<file path="config.mk">
export PLATFORM = sky130hd
export DESIGN_NAME = dma_queue_hang_watchdog
export DESIGN_NICKNAME = d
export VERILOG_FILES = /design/src/hdl/dqhw_pkg.sv /design/src/hdl/dqhw_queue.sv /design/src/hdl/dma_queue_hang_watchdog.sv
export SDC_FILE = /design/constraint.sdc
export NUM_CORES = 1
export LEC_CHECK = 0
export ABC_AREA = 1
export BUFFER_PORTS_ARGS = -buffer_cell sky130_fd_sc_hd__buf_2
export CORE_UTILIZATION = 54
export CTS_CLUSTER_DIAMETER = 80
export DETAILED_ROUTE_END_ITERATION = 10
export PLACE_DENSITY = 0.82
export SYNTH_ARGS = -nofsm -noshare
export SYNTH_HDL_FRONTEND = slang
export SYNTH_HIERARCHICAL = 1
export SYNTH_SLANG_ARGS = --single-unit
</file>
<file path="constraint.sdc">
create_clock -name aclk -period 6.2 [get_ports aclk]
set_clock_uncertainty 0.2 [all_clocks]
set_input_delay 0.62 -clock aclk [delete_from_list [all_inputs] [get_ports aclk]]
set_output_delay 0.62 -clock aclk [all_outputs]
set_load 0.005 [all_outputs]
</file>
<file path="src/hdl/dqhw_pkg.sv">
// Types and constants shared by the DMA queue hang watchdog.
// No dependencies.
package dqhw_pkg;

    localparam int NUM_QUEUES = 5;
    localparam int POS_WIDTH  = 32;
    localparam int CFG_WIDTH  = 8;

    localparam logic [7:0] SAT_MAX = 8'hFF;

    localparam logic [7:0] DEF_BUMP_THRESHOLD  = 8'd4;
    localparam logic [7:0] DEF_STUCK_THRESHOLD = 8'd7;
    localparam logic [7:0] DEF_RESET_LIMIT     = 8'd2;
    localparam logic       DEF_BUMP_ENABLE     = 1'b0;

    typedef enum logic [1:0] {
        REG_BUMP_THRESHOLD  = 2'd0,
        REG_STUCK_THRESHOLD = 2'd1,
        REG_RESET_LIMIT     = 2'd2,
        REG_BUMP_ENABLE     = 2'd3
    } reg_index_t;

    typedef struct packed {
        logic [7:0] bump_threshold;
        logic [7:0] stuck_threshold;
        logic [7:0] reset_limit;
        logic       bump_enable;
    } cfg_t;

    typedef struct packed {
        logic [NUM_QUEUES-1:0] empty_mask;
        logic [POS_WIDTH-1:0]  queue0_position;
        logic [POS_WIDTH-1:0]  queue1_position;
        logic [POS_WIDTH-1:0]  queue2_position;
        logic [POS_WIDTH-1:0]  queue3_position;
        logic [POS_WIDTH-1:0]  queue4_position;
        logic [31:0]           rx_total_delta;
        logic [31:0]           rx_overrun_delta;
    } in_word_t;

    typedef struct packed {
        logic                  mac_reset_now;
        logic [NUM_QUEUES-1:0] bump_mask;
        logic [NUM_QUEUES-1:0] stuck_mask;
        logic                  rx_kick;
        logic [7:0]            reset_pressure;
        logic [31:0]           rx_total_count;
        logic [31:0]           rx_overrun_count;
    } out_word_t;

endpackage

</file>
<file path="src/hdl/dqhw_queue.sv">
// Per-queue stall tracker: last seen position and saturating stall count.
// Depends on dqhw_pkg.
module dqhw_queue #(
    parameter int POS_BITS = 32
) (
    input  logic                aclk,
    input  logic                aresetn,
    input  logic                step,
    input  logic                empty,
    input  logic [POS_BITS-1:0] position,
    input  dqhw_pkg::cfg_t      cfg,
    input  logic                fire,
    output logic                stuck,
    output logic                bump
);
    import dqhw_pkg::*;

    logic [POS_BITS-1:0] last_pos_reg, last_pos_next;
    logic [7:0]          stall_reg, stall_next;
    logic [7:0]          stall_inc;
    logic                same;
    logic                stalled;

    assign same      = (position == last_pos_reg);
    assign stall_inc = (stall_reg == SAT_MAX) ? SAT_MAX : stall_reg + 8'd1;
    assign stalled   = !empty && same;
    assign stuck     = stalled && (stall_inc >= cfg.stuck_threshold);
    assign bump      = stalled && cfg.bump_enable && (stall_inc >= cfg.bump_threshold);

    always_comb begin
        last_pos_next = last_pos_reg;
        stall_next    = stall_reg;
        if (!empty) begin
            if (same) begin
                stall_next = stall_inc;
                if (stuck && fire) begin
                    stall_next    = '0;
                    last_pos_next = '0;
                end
            end else begin
                last_pos_next = position;
                stall_next    = '0;
            end
        end
    end

    always_ff @(posedge aclk) begin
        if (!aresetn) begin
            last_pos_reg <= '0;
            stall_reg    <= '0;
        end else if (step) begin
            last_pos_reg <= last_pos_next;
            stall_reg    <= stall_next;
        end
    end

endmodule

</file>
<file path="src/hdl/dma_queue_hang_watchdog.sv">
// Top level of the DMA queue hang watchdog: input/output registers, config,
// reset pressure and RX tallies. Depends on dqhw_pkg and dqhw_queue.
//
// One input word is one watchdog tick. The block takes a tick every cycle while
// the output is not stalled: the tick lands in an input register, all five queue
// trackers plus the pressure logic evaluate it combinationally and update their
// state, and the result moves into an output register and sits there until
// taken. A stalled output backs up into the input register, then s_ready
// drops. Only the low ADDR_BITS bits of each queue position are compared
// (at most the 32 that the port carries). Config writes belong in idle time.
module dma_queue_hang_watchdog #(
    parameter int ADDR_BITS = 32
) (
    input  logic                  aclk,
    input  logic                  aresetn,
    input  logic                  s_valid,
    output logic                  s_ready,
    input  dqhw_pkg::in_word_t    s_data,
    output logic                  m_valid,
    input  logic                  m_ready,
    output dqhw_pkg::out_word_t   m_data,
    input  logic                  cfg_wr_en,
    input  logic [1:0]            cfg_index,
    input  logic [7:0]            cfg_wdata
);
    import dqhw_pkg::*;

    localparam int CMP_BITS = (ADDR_BITS < POS_WIDTH) ? ADDR_BITS : POS_WIDTH;

    cfg_t      cfg_reg;
    logic      in_valid_reg;
    in_word_t  in_data_reg;
    logic      out_valid_reg;
    out_word_t out_data_reg;
    out_word_t out_data_next;

    logic [7:0]  pressure_reg, pressure_next;
    logic [31:0] total_reg, total_next;
    logic [31:0] overrun_reg, overrun_next;

    logic                  step;
    logic [CMP_BITS-1:0]   pos [NUM_QUEUES];
    logic [NUM_QUEUES-1:0] stuck_vec;
    logic [NUM_QUEUES-1:0] bump_vec;
    logic [3:0]            stuck_cnt;
    logic                  all_overrun;
    logic                  kick;
    logic [9:0]            press_sum;
    logic [7:0]            press_inc;
    logic                  fire;

    // config
    always_ff @(posedge aclk) begin
        if (!aresetn) begin
            cfg_reg.bump_threshold  <= DEF_BUMP_THRESHOLD;
            cfg_reg.stuck_threshold <= DEF_STUCK_THRESHOLD;
            cfg_reg.reset_limit     <= DEF_RESET_LIMIT;
            cfg_reg.bump_enable     <= DEF_BUMP_ENABLE;
        end else if (cfg_wr_en) begin
            case (reg_index_t'(cfg_index))
                REG_BUMP_THRESHOLD:  cfg_reg.bump_threshold  <= cfg_wdata;
                REG_STUCK_THRESHOLD: cfg_reg.stuck_threshold <= cfg_wdata;
                REG_RESET_LIMIT:     cfg_reg.reset_limit     <= cfg_wdata;
                REG_BUMP_ENABLE:     cfg_reg.bump_enable     <= cfg_wdata[0];
                default: ;
            endcase
        end
    end

    // handshake
    assign step    = in_valid_reg && (!out_valid_reg || m_ready);
    assign s_ready = !in_valid_reg || step;
    assign m_valid = out_valid_reg;
    assign m_data  = out_data_reg;

    always_ff @(posedge aclk) begin
        if (!aresetn) begin
            in_valid_reg  <= 1'b0;
            out_valid_reg <= 1'b0;
        end else begin
            if (s_ready) begin
                in_valid_reg <= s_valid;
            end
            if (step) begin
                out_valid_reg <= 1'b1;
            end else if (m_ready) begin
                out_valid_reg <= 1'b0;
            end
        end
    end

    always_ff @(posedge aclk) begin
        if (s_ready && s_valid) begin
            in_data_reg <= s_data;
        end
        if (step) begin
            out_data_reg <= out_data_next;
        end
    end

    // queue trackers
    assign pos[0] = in_data_reg.queue0_position[CMP_BITS-1:0];
    assign pos[1] = in_data_reg.queue1_position[CMP_BITS-1:0];
    assign pos[2] = in_data_reg.queue2_position[CMP_BITS-1:0];
    assign pos[3] = in_data_reg.queue3_position[CMP_BITS-1:0];
    assign pos[4] = in_data_reg.queue4_position[CMP_BITS-1:0];

    for (genvar i = 0; i < NUM_QUEUES; i++) begin : g_queue
        dqhw_queue #(
            .POS_BITS (CMP_BITS)
        ) u_queue (
            .aclk     (aclk),
            .aresetn  (aresetn),
            .step     (step),
            .empty    (in_data_reg.empty_mask[i]),
            .position (pos[i]),
            .cfg      (cfg_reg),
            .fire     (fire),
            .stuck    (stuck_vec[i]),
            .bump     (bump_vec[i])
        );
    end

    // pressure and RX tallies
    assign stuck_cnt   = 4'($countones(stuck_vec));
    assign kick        = (in_data_reg.rx_overrun_delta != '0);
    assign all_overrun = kick && (in_data_reg.rx_overrun_delta == in_data_reg.rx_total_delta);
    assign press_sum   = {2'b00, pressure_reg} + {6'd0, stuck_cnt} + {9'd0, all_overrun};
    assign press_inc   = (press_sum > {2'b00, SAT_MAX}) ? SAT_MAX : press_sum[7:0];
    assign fire        = (press_inc >= cfg_reg.reset_limit);

    always_comb begin
        if (fire) begin
            pressure_next = '0;
        end else if (press_inc != '0 && press_inc == pressure_reg) begin
            pressure_next = press_inc - 8'd1;
        end else begin
            pressure_next = press_inc;
        end
    end

    assign total_next   = total_reg + in_data_reg.rx_total_delta;
    assign overrun_next = overrun_reg + in_data_reg.rx_overrun_delta;

    always_ff @(posedge aclk) begin
        if (!aresetn) begin
            pressure_reg <= '0;
            total_reg    <= '0;
            overrun_reg  <= '0;
        end else if (step) begin
            pressure_reg <= pressure_next;
            total_reg    <= total_next;
            overrun_reg  <= overrun_next;
        end
    end

    always_comb begin
        out_data_next.mac_reset_now    = fire;
        out_data_next.bump_mask        = bump_vec;
        out_data_next.stuck_mask       = stuck_vec;
        out_data_next.rx_kick          = kick;
        out_data_next.reset_pressure   = pressure_next;
        out_data_next.rx_total_count   = total_next;
        out_data_next.rx_overrun_count = overrun_next;
    end

endmodule

</file>
Word-level counts from Yosys, hierarchy flattened
Index checks and enable logic that the tools add are counted.
{"block": "word_totals", "romBits": 0, "latch_bits": 0, "in_bits": 244, "mem_count": 0, "ram_bits": 0, "regBits": 612}
{"block": "op_classes", "eq_ne": 20, "n_lt_le_gt_ge": 12, "multipliers": 0, "n_div": 0, "add_sub_neg": 14, "n_bitwise": 5, "n_reduce_logical": 56, "shift": 0, "mux": 30}
{"cell": "$mux 32", "count": 10}
{"cell": "$eq 32x32->1", "count": 6}
{"cell": "$mux 8", "count": 18}
{"cell": "$ge 8x8->1", "count": 11}
{"cell": "$add 32x32->32", "count": 2}
{"cell": "$add 8x1->8 const B", "count": 5}
{"cell": "$eq 8x8->1 const B", "count": 5}
{"cell": "$reduce_bool 32->1", "count": 1}
{"cell": "$logic_and 1x1->1", "count": 29}
{"cell": "$reduce_and 2->1", "count": 9}
{"cell": "$reduce_and 3->1", "count": 5}
{"cell": "$add 9x1->10", "count": 1}
{"cell": "$gt 10x8->1 const B", "count": 1}
{"cell": "$ne 2x2->1 const B", "count": 5}
{"cell": "$add 8x4->9", "count": 1}
{"cell": "$eq 8x8->1", "count": 1}
{"cell": "$reduce_bool 8->1", "count": 1}
{"cell": "$sub 8x1->8 const B", "count": 1}
{"cell": "$logic_not 1->1", "count": 7}
{"cell": "$not 1->1", "count": 5}
{"cell": "$add 1x1->2", "count": 2}
{"cell": "$add 3x1->4", "count": 1}
{"cell": "$eq 2x2->1 const B", "count": 2}
{"cell": "$add 2x2->3", "count": 1}
{"cell": "5 further kinds", "count": 7}

Longest topological paths before layout
Gate-level depths: netlist (run 1).
{"block": "logic_depth", "depth_word": 15, "depth_mapped": 43, "depth_no_buf": 42}

Hierarchy
Netlist (run 1), hierarchy kept.
{"module": "dma_queue_hang_watchdog", "area_each_um2": 18431.4, "seq_area_each_um2": 11380.9, "n_inst": 1, "cells_per_inst": 1769}
{"module": "dqhw_queue (g_queue[1].u_queue ...)", "area_each_um2": 2426.1, "seq_area_each_um2": 800.8, "n_inst": 4, "cells_per_inst": 352}
{"module": "dqhw_queue (g_queue[0].u_queue)", "area_each_um2": 2417.3, "seq_area_each_um2": 800.8, "n_inst": 1, "cells_per_inst": 343}

Worst setup path before layout (run 1)
Ideal clock, no wire load.
{"block": "synth_timing", "kind": "register to register", "startpoint": "reg g_queue[0].u_queue.stall_reg[0]", "endpoint": "reg g_queue[1].u_queue.last_pos_reg[23]", "synth_period_minus_slack_ns": 6.298, "path_stages_with_launch": 42, "path_slack_ns": -0.098, "n_path_buf": 1, "setup_ns": 0.132, "required_time_ns": 5.868, "arrival_ns": 5.966, "cell_sequence": "dfxtp_1 > ha_1 > nand2_1 > inv_1 > nand2_1 > nor2_1 > nand4_1 > inv_1 > or2_2 > ha_1 > nand2_1 > nand3_1 > nand2_1 > nand2_1 > a21oi_1 > nor2_1 > fa_1 > inv_1 > (+6 left out) > nand3_4 > nand2_2 > inv_1 > ha_1 > o21ai_0 > nand3_1 > nand2_1 > nand2_1 > nand2_1 > nand2_1 > nand2_1 > nand3_2 > inv_1 > o31ai_1 > nand2_2 > buf_6 > nand2_1 > a21oi_2"}
{"item": "start: declaration", "line": "dqhw_queue.sv:19", "source": "logic [7:0] stall_reg, stall_next;"}
{"item": "start signal: assignment", "line": "dqhw_queue.sv:53", "source": "stall_reg <= stall_next;"}
{"item": "end signal: assignment", "line": "dqhw_queue.sv:52", "source": "last_pos_reg <= last_pos_next;"}
{"item": "end: declaration", "line": "dqhw_queue.sv:18", "source": "logic [POS_BITS-1:0] last_pos_reg, last_pos_next;"}

==> results of run 1 <==
-- layout make-up --
cell class,count,area (um^2)
Fill cell,3677,15200
Tap cell,748,936
Sequential cell,612,15400
Multi-Input combinational cell,2427,15100
Antenna cell,6,15.0
Inverter,404,1590
Clock buffer,86,1880
Clock inverter,34,398
Timing Repair Buffer,658,5010
-- kinds of logic after synthesis --
logic type	Yosys count
buffers and inverters	481
XOR/XNOR	223
AND/OR/NAND/NOR	1490
multiplexers	4
adder cells (fa/ha/maj)	164
AO/OA/AOI/OAI	546
flip-flops	612
-- where the power goes --
| group | internal [mW] | total, mW | leakage (nW) | switching (mW) |
|---|---|---|---|---|
| clock network | 2.49 | 4.20 | 1.12 | 1.71 |
| registers | 4.53 | 4.73 | 5.47 | 0.202 |
| logic | 0.637 | 1.61 | 10.9 | 0.971 |
| total | 7.66 | 10.5 | 17.5 | 2.89 |
-- layer usage --
| layer | vias up | track usage (%) |
|---|---|---|
| met5 | - | 0 |
| met4 | 2 | 13.3 |
| met3 | 382 | 6.43 |
| met2 | 1407 | 51.5 |
| met1 | 12960 | 37.7 |
| li1 | 12882 | - |
-- cell usage after synthesis, drive strengths merged (2+ instances only) --
| master | count | area share (%) |
|---|---|---|
| xnor2 | 44 | 1.3 |
| mux2i | 4 | 0.13 |
| o211ai | 7 | 0.17 |
| a221oi | 2 | 0.057 |
| nor4 | 17 | 0.35 |
| nand2b | 3 | 0.061 |
| nor3b | 5 | 0.12 |
| o21ai | 187 | 3.1 |
| a21o | 2 | 0.049 |
| o31ai | 6 | 0.16 |
| dfxtp | 299 | 20 |
| a21boi | 8 | 0.20 |
| o21bai | 4 | 0.098 |
| clkbuf | 41 | 0.50 |
| nand3 | 105 | 2.0 |
| nor3 | 41 | 0.67 |
| inv | 397 | 4.9 |
| fa | 6 | 0.39 |
| nor2 | 435 | 5.5 |
| buf | 36 | 0.89 |
| o22ai | 2 | 0.041 |
| clkinv | 7 | 0.094 |
| edfxtp | 313 | 31 |
| or2 | 14 | 0.29 |
| a22oi | 2 | 0.049 |
| nand2 | 824 | 10 |
| o311ai | 2 | 0.057 |
| and3 | 8 | 0.16 |
| o21a | 3 | 0.074 |
| ha | 158 | 6.5 |
| a211oi | 5 | 0.12 |
| a21oi | 315 | 5.4 |
| nand4 | 36 | 0.74 |
| xor2 | 179 | 5.2 |
-- timing repair --
item,4_1_cts,5_1_grt
pin swaps,29,44
setup buffers,14,13
hold endpoints to repair,197,5
setup endpoints to repair,197,217
hold buffers,197,5
gates cloned,7,7
resized for setup,177,353
-- how the worst max path moves through the flow --
stage                                          startpoint                             endpoint  slack (ns)  cells past startpoint
final                     g_queue[1].u_queue/stall_reg[1]  g_queue[3].u_queue/last_pos_reg[27]       -0.30                     42
after global routing      g_queue[1].u_queue/stall_reg[1]   g_queue[1].u_queue/last_pos_reg[9]       -0.64                     41
after floorplan           g_queue[0].u_queue/stall_reg[0]  g_queue[1].u_queue/last_pos_reg[23]        0.02                     41
after global placement    g_queue[1].u_queue/stall_reg[0]  g_queue[2].u_queue/last_pos_reg[11]       -0.11                     41
after detailed placement  g_queue[0].u_queue/stall_reg[0]   g_queue[2].u_queue/last_pos_reg[4]       -0.27                     39
after CTS                 g_queue[0].u_queue/stall_reg[0]  g_queue[1].u_queue/last_pos_reg[14]       -0.12                     43
-- placed cells by master (no fill, tap or decap), types with 10 or more instances in the layout --
cell / n
nor2_2: 27
xor2_1: 177
nand2_2: 70
clkinv_2: 13
inv_1: 371
nor4_1: 17
ha_1: 145
nand2_4: 114
or2_2: 12
clkbuf_16: 77
ha_4: 13
nand4_1: 36
inv_2: 15
buf_6: 12
o21ai_0: 168
nor3_1: 31
nor2_4: 14
nand3_1: 84
nor2_1: 394
xnor2_1: 44
dfxtp_1: 292
o21ai_1: 10
edfxtp_1: 313
buf_2: 329
nand2_1: 639
nand3_2: 16
dlygate4sd3_1: 202
buf_4: 93
a21oi_2: 82
buf_12: 10
a21oi_1: 229
-- stage by stage --
| step | power, mW | util, % | worst slack, ns |
|---|---|---|---|
| global placement | 6.04 | 60.4 | -0.109 |
| floorplan | 5.60 | - | 0.0242 |
| global route | 10.9 | 72.6 | -0.638 |
| detailed placement | 6.07 | 60.4 | -0.275 |
| finish | 10.5 | 72.6 | -0.301 |
| CTS | 10.3 | 69.7 | -0.119 |
==> metrics.txt, run 1 <==
Die Width 240 um; Fmax achieved about 150 MHz; WL final 96300 um; mux contribution to synthesized area less than 1%; IO buf count 329; Tcrit/Tclk final 105%; YS warnings 6; detailed-route DRC error count 0; Synth Register Bits around 610; Final min period 6.50 ns; CP Launch Type flip-flop; die area 0.0575 mm^2; ys async rst share 0%; Yosys cell types 53; required time worst endpoint 6.44 ns; Final nets 4577; Leak 17.5 nW; Data arrival, critical path 6.74 ns; register-to-register path setup slack -0.30 ns; Num CTS Buffers 66; max reg flops between 200 and 250; simple-gate share of the synthesized area 20.3%; Skew-Pair Late Insertion Delay 0.62 ns; GRT Total Usage 30.6%; WP buf/inv 9; TNS Setup -41.15 ns; Synth Instances 3520; Final GP Congestion 0.993; CP endpoint kind flip-flop; WHS Endpoint in_data_reg[50]; FF-to-FF End g_queue[3].u_queue/last_pos_reg[27]; VDD IR-drop max 262 uV; final-report hold violation count 0; IO Count 330; Top FF cell, synth edfxtp_1; Core Box Area about 0.056 mm^2; maximum cell stage delay along the critical path 0.55 ns; Max Cap Viol 0; run status finished, violations left; CTS H-tree depth 3; via count 27633; Die H 240 um; failing checks negative setup slack; share of layout cells above drive strength 1 roughly a quarter; top sig layer met5; CP top delay family adder cells; wire length on met2 around 46000 um; Row Count 86; initial antenna violation count 8; final setup fails a little under 200; Crit Reg-Reg Startpoint g_queue[1].u_queue/stall_reg[1]; Synth Area in XOR/XNOR under 10%; Detail Placement HPWL 56600 um; Post-synth EDFFs about 310; Placement Cell Area 0.0335 mm^2; Final Slew Violations 0; Worst Hold Depth 1; mapped cell area about 0.031 mm^2; first-pass GRT wire length roughly 140000 um; CTS tree built; RSZ-0062 raised after global routing yes; antenna viol nets, final 0; Least-Margin Pin Slew 1.33 ns; Compound-Gate Fraction of Synth Area 9.59%; Iter 0 DRT Violations 2597; Critical Path Fanout Max 7; reg2reg path depth 42; wire length on met3 8180 um; critical-path cell with the highest stage delay fa_1; fin area 0.0403 mm^2; Final WS setup -0.301 ns; most frequent CP cell nand2_1; TritonRoute pass-1 iters 6; vias in the first global route 26317; final non-filler cell total around 5000; P per Cell Area 262 mW/mm^2; WL/cell 19.4 um; largest net degree at the start of global routing between 150 and 200; HP Start s_data[50]; post-route met1 wirelength 37100 um; clk root buf clkbuf_16; Adder-Cell Fraction of Synth Area under 10%; initial core utilization a little under three fifths; clk slew on worst S/H paths 0.07 ns; Slew HR 11.1%; Via density 5.55; grt ovf 0; synthesized area per cell slightly below 9 um^2; clock sink total 612; register area share after synthesis 50.4%; Worst Hold Class in -> reg; Post-Syn Nets ~3900; Area growth, synth to finish 31.9%; Max Buffers Root-to-Sink 3; hold slack 0.0112 ns; critical path class reg -> reg; placed insts 4609; largest family of logic cells by synthesized area simple AND/OR/NAND/NOR gates
No activity file was read; power rests on OpenSTA's default activity.
==> inputs of run 2 (changes only) <==
SKIP_CTS_REPAIR_TIMING = 1   (was default)
SYNTH_HIERARCHICAL = default   (was 1)
==> run 2 against run 1 <==
The flow finishes with violations (max-capacitance violations, max-slew violations, negative setup slack). Final cell count is 1.1% lower. Register-to-register slack got worse by 0.17 ns. Sequential power is essentially flat. Setup slack worse by 0.17 ns. Maximum frequency shrank 2.5%. Critical endpoint is now g_queue[4].u_queue.last_pos_reg[11]. Largest cell class unchanged.
==> metrics.txt, run 2 <==
Final min period 6.67 ns; clock sink total roughly 610; CTS tree built; Area growth, synth to finish 28.2%; Critical Path Fanout Max 8; max reg flops 229; TritonRoute pass-1 iters 6; RSZ-0062 raised after global routing yes; CP endpoint kind flip-flop; Row Count 86; largest net degree at the start of global routing 152; failing checks max-capacitance violations, max-slew violations, negative setup slack; mapped cell area 0.0302 mm^2; WL final 91700 um; Synth Register Bits 612; register-to-register path setup slack -0.47 ns; P per Cell Area approximately 270 mW/mm^2; WHS Endpoint in_data_reg[61]; WL/cell 18.6 um; Leak 16.4 nW; required time worst endpoint 6.48 ns; GRT Total Usage 26.2%; Synth Instances between 3000 and 4000; initial core utilization between 50% and 60%; die area 0.0569 mm^2; TNS Setup -50.56 ns; clk slew on worst S/H paths ~0.06 ns; vias in the first global route around 23000; maximum cell stage delay along the critical path 0.57 ns; Final nets 4520; via count 27369; CP Launch Type flip-flop; Data arrival, critical path 6.95 ns; YS warnings 0; final non-filler cell total 4919; IO Count 330; Max Buffers Root-to-Sink 3; Slew HR -6.55%; Via density 5.56; Crit Reg-Reg Startpoint g_queue[1].u_queue.stall_reg[1]; CTS H-tree depth 3; Die Width 239 um; count leader, synth nand2_1; reg2reg path depth 33; VDD IR-drop max 305 uV; FF-to-FF End g_queue[4].u_queue.last_pos_reg[11]; critical-path cell with the highest stage delay fa_1; Tcrit/Tclk final 108%; detailed-route DRC error count 0; Final WS setup -0.467 ns; HP Start s_data[61]; Yosys top cell by area edfxtp_1; synthesized area per cell 8.68 um^2; Top FF cell, synth edfxtp_1; Num CTS Buffers roughly 70; clk root buf clkbuf_16; area share of the largest cell type after synthesis 31.1%; main area contributors after synthesis edfxtp_1 31%, dfxtp_1 20%, nand2_1 12%; grt ovf 0; Iter 0 DRT Violations 2543; most frequent cells in the layout 823 x nand2_1, 356 x inv_1, 329 x buf_2; Core Box Area 0.0552 mm^2; most common cell after layout, fill and taps aside nand2_1; Yosys cell types between 40 and 50; Least-Margin Pin Slew about 1.6 ns; IO buf count ~330; Post-synth EDFFs about 310; Die H 239 um; Finished Core Util ~70%; Final GP Congestion 0.987; critical path class reg -> reg; antenna viol nets, final 0; Fmax achieved 150 MHz; placed insts 4545; Max Cap Viol 3; Place WS -0.352 ns; Skew-Pair Late Insertion Delay 0.61 ns; share of layout cells above drive strength 1 19.4%; first-pass GRT wire length 118000 um; run status finished, violations left; Worst Hold Depth 1; ys async rst share 0%; Worst Hold Class in -> reg; hold slack just under 0.005 ns; Synth top cells by count 936 x nand2_1, 361 x inv_1, 346 x a21oi_1; register area share after synthesis about half; Post-Syn Nets ~3900; Final Slew Violations 43; initial antenna violation count 2; Detail Placement HPWL ~54000 um; most frequent CP cell nand3_4; final-report hold violation count 0; final setup fails 217
==> run 2: how the worst max path moves through the flow <==
stage / start / end / slack [ns] / cells past startpoint
after global placement: g_queue[1].u_queue.stall_reg[0] / g_queue[0].u_queue.last_pos_reg[22] / -0.1 / 33
final: g_queue[1].u_queue.stall_reg[1] / g_queue[4].u_queue.last_pos_reg[11] / -0.47 / 33
after floorplan: m_ready / in_data_reg[0] / 0.15 / 4
after global routing: g_queue[1].u_queue.stall_reg[1] / g_queue[4].u_queue.last_pos_reg[11] / -0.75 / 37
after detailed placement: g_queue[1].u_queue.stall_reg[0] / g_queue[0].u_queue.last_pos_reg[15] / -0.35 / 32
after CTS: g_queue[1].u_queue.stall_reg[1] / g_queue[0].u_queue.last_pos_reg[15] / -0.42 / 32
==> run 2: logic make-up after synthesis <==
| family | count (synthesis) | synth area share, % |
|---|---|---|
| AND/OR/NAND/NOR | 1483 | 20.4 |
| adder cells (fa/ha/maj) | 165 | 6.98 |
| AO/OA/AOI/OAI | 549 | 9.58 |
| flip-flops | 612 | 50.9 |
| XOR/XNOR | 207 | 6.00 |
| buffers and inverters | 465 | 6.15 |
==> run 2: layout make-up <==
cell class              instances  area [um^2]
diodes                          4         10.0
clock buffers                  89         1870
clock inverters                37          365
fillers                      3835        16400
inverters                     381         1460
multi-input cells            2411        14100
flip-flops and latches        612        15400
well taps                     748          936
repair buffers                637         4640
==> run 2: stage by stage <==
| step | instance area [um^2] | power [mW] |
|---|---|---|
| 6_report | 38800 | 10.3 |
| 3_3_place_gp | 33000 | 5.97 |
| 4_1_cts | 35200 | 10.0 |
| 2_1_floorplan | 30200 | 5.57 |
| 3_5_place_dp | 33000 | 6.00 |
| 5_1_grt | 38800 | 10.7 |
==> run 2: metal layers <==
metal  routed length, um  GRT usage [%]
met5                   0              0
met1               35100           33.7
met2               44900           43.0
met3                6890           4.30
met4                4840           12.5
==> run 2: report_power, final <==
part           total, mW  leakage, nW  switching, mW  internal, mW
combinational       1.52         9.87          0.914         0.606
clock               4.11         1.10           1.75          2.37
sequential          4.70         5.46          0.175          4.53
total               10.3         16.4           2.83          7.50
==> run 2: critical path, delay by kind of cell (launching register included) <==
family                   cells  cell delay [ns]
AO/OA/AOI/OAI                5             1.22
adder cells (fa/ha/maj)      7             2.43
buffers and inverters        6             0.73
flip-flops                   1             0.36
AND/OR/NAND/NOR             15             1.56
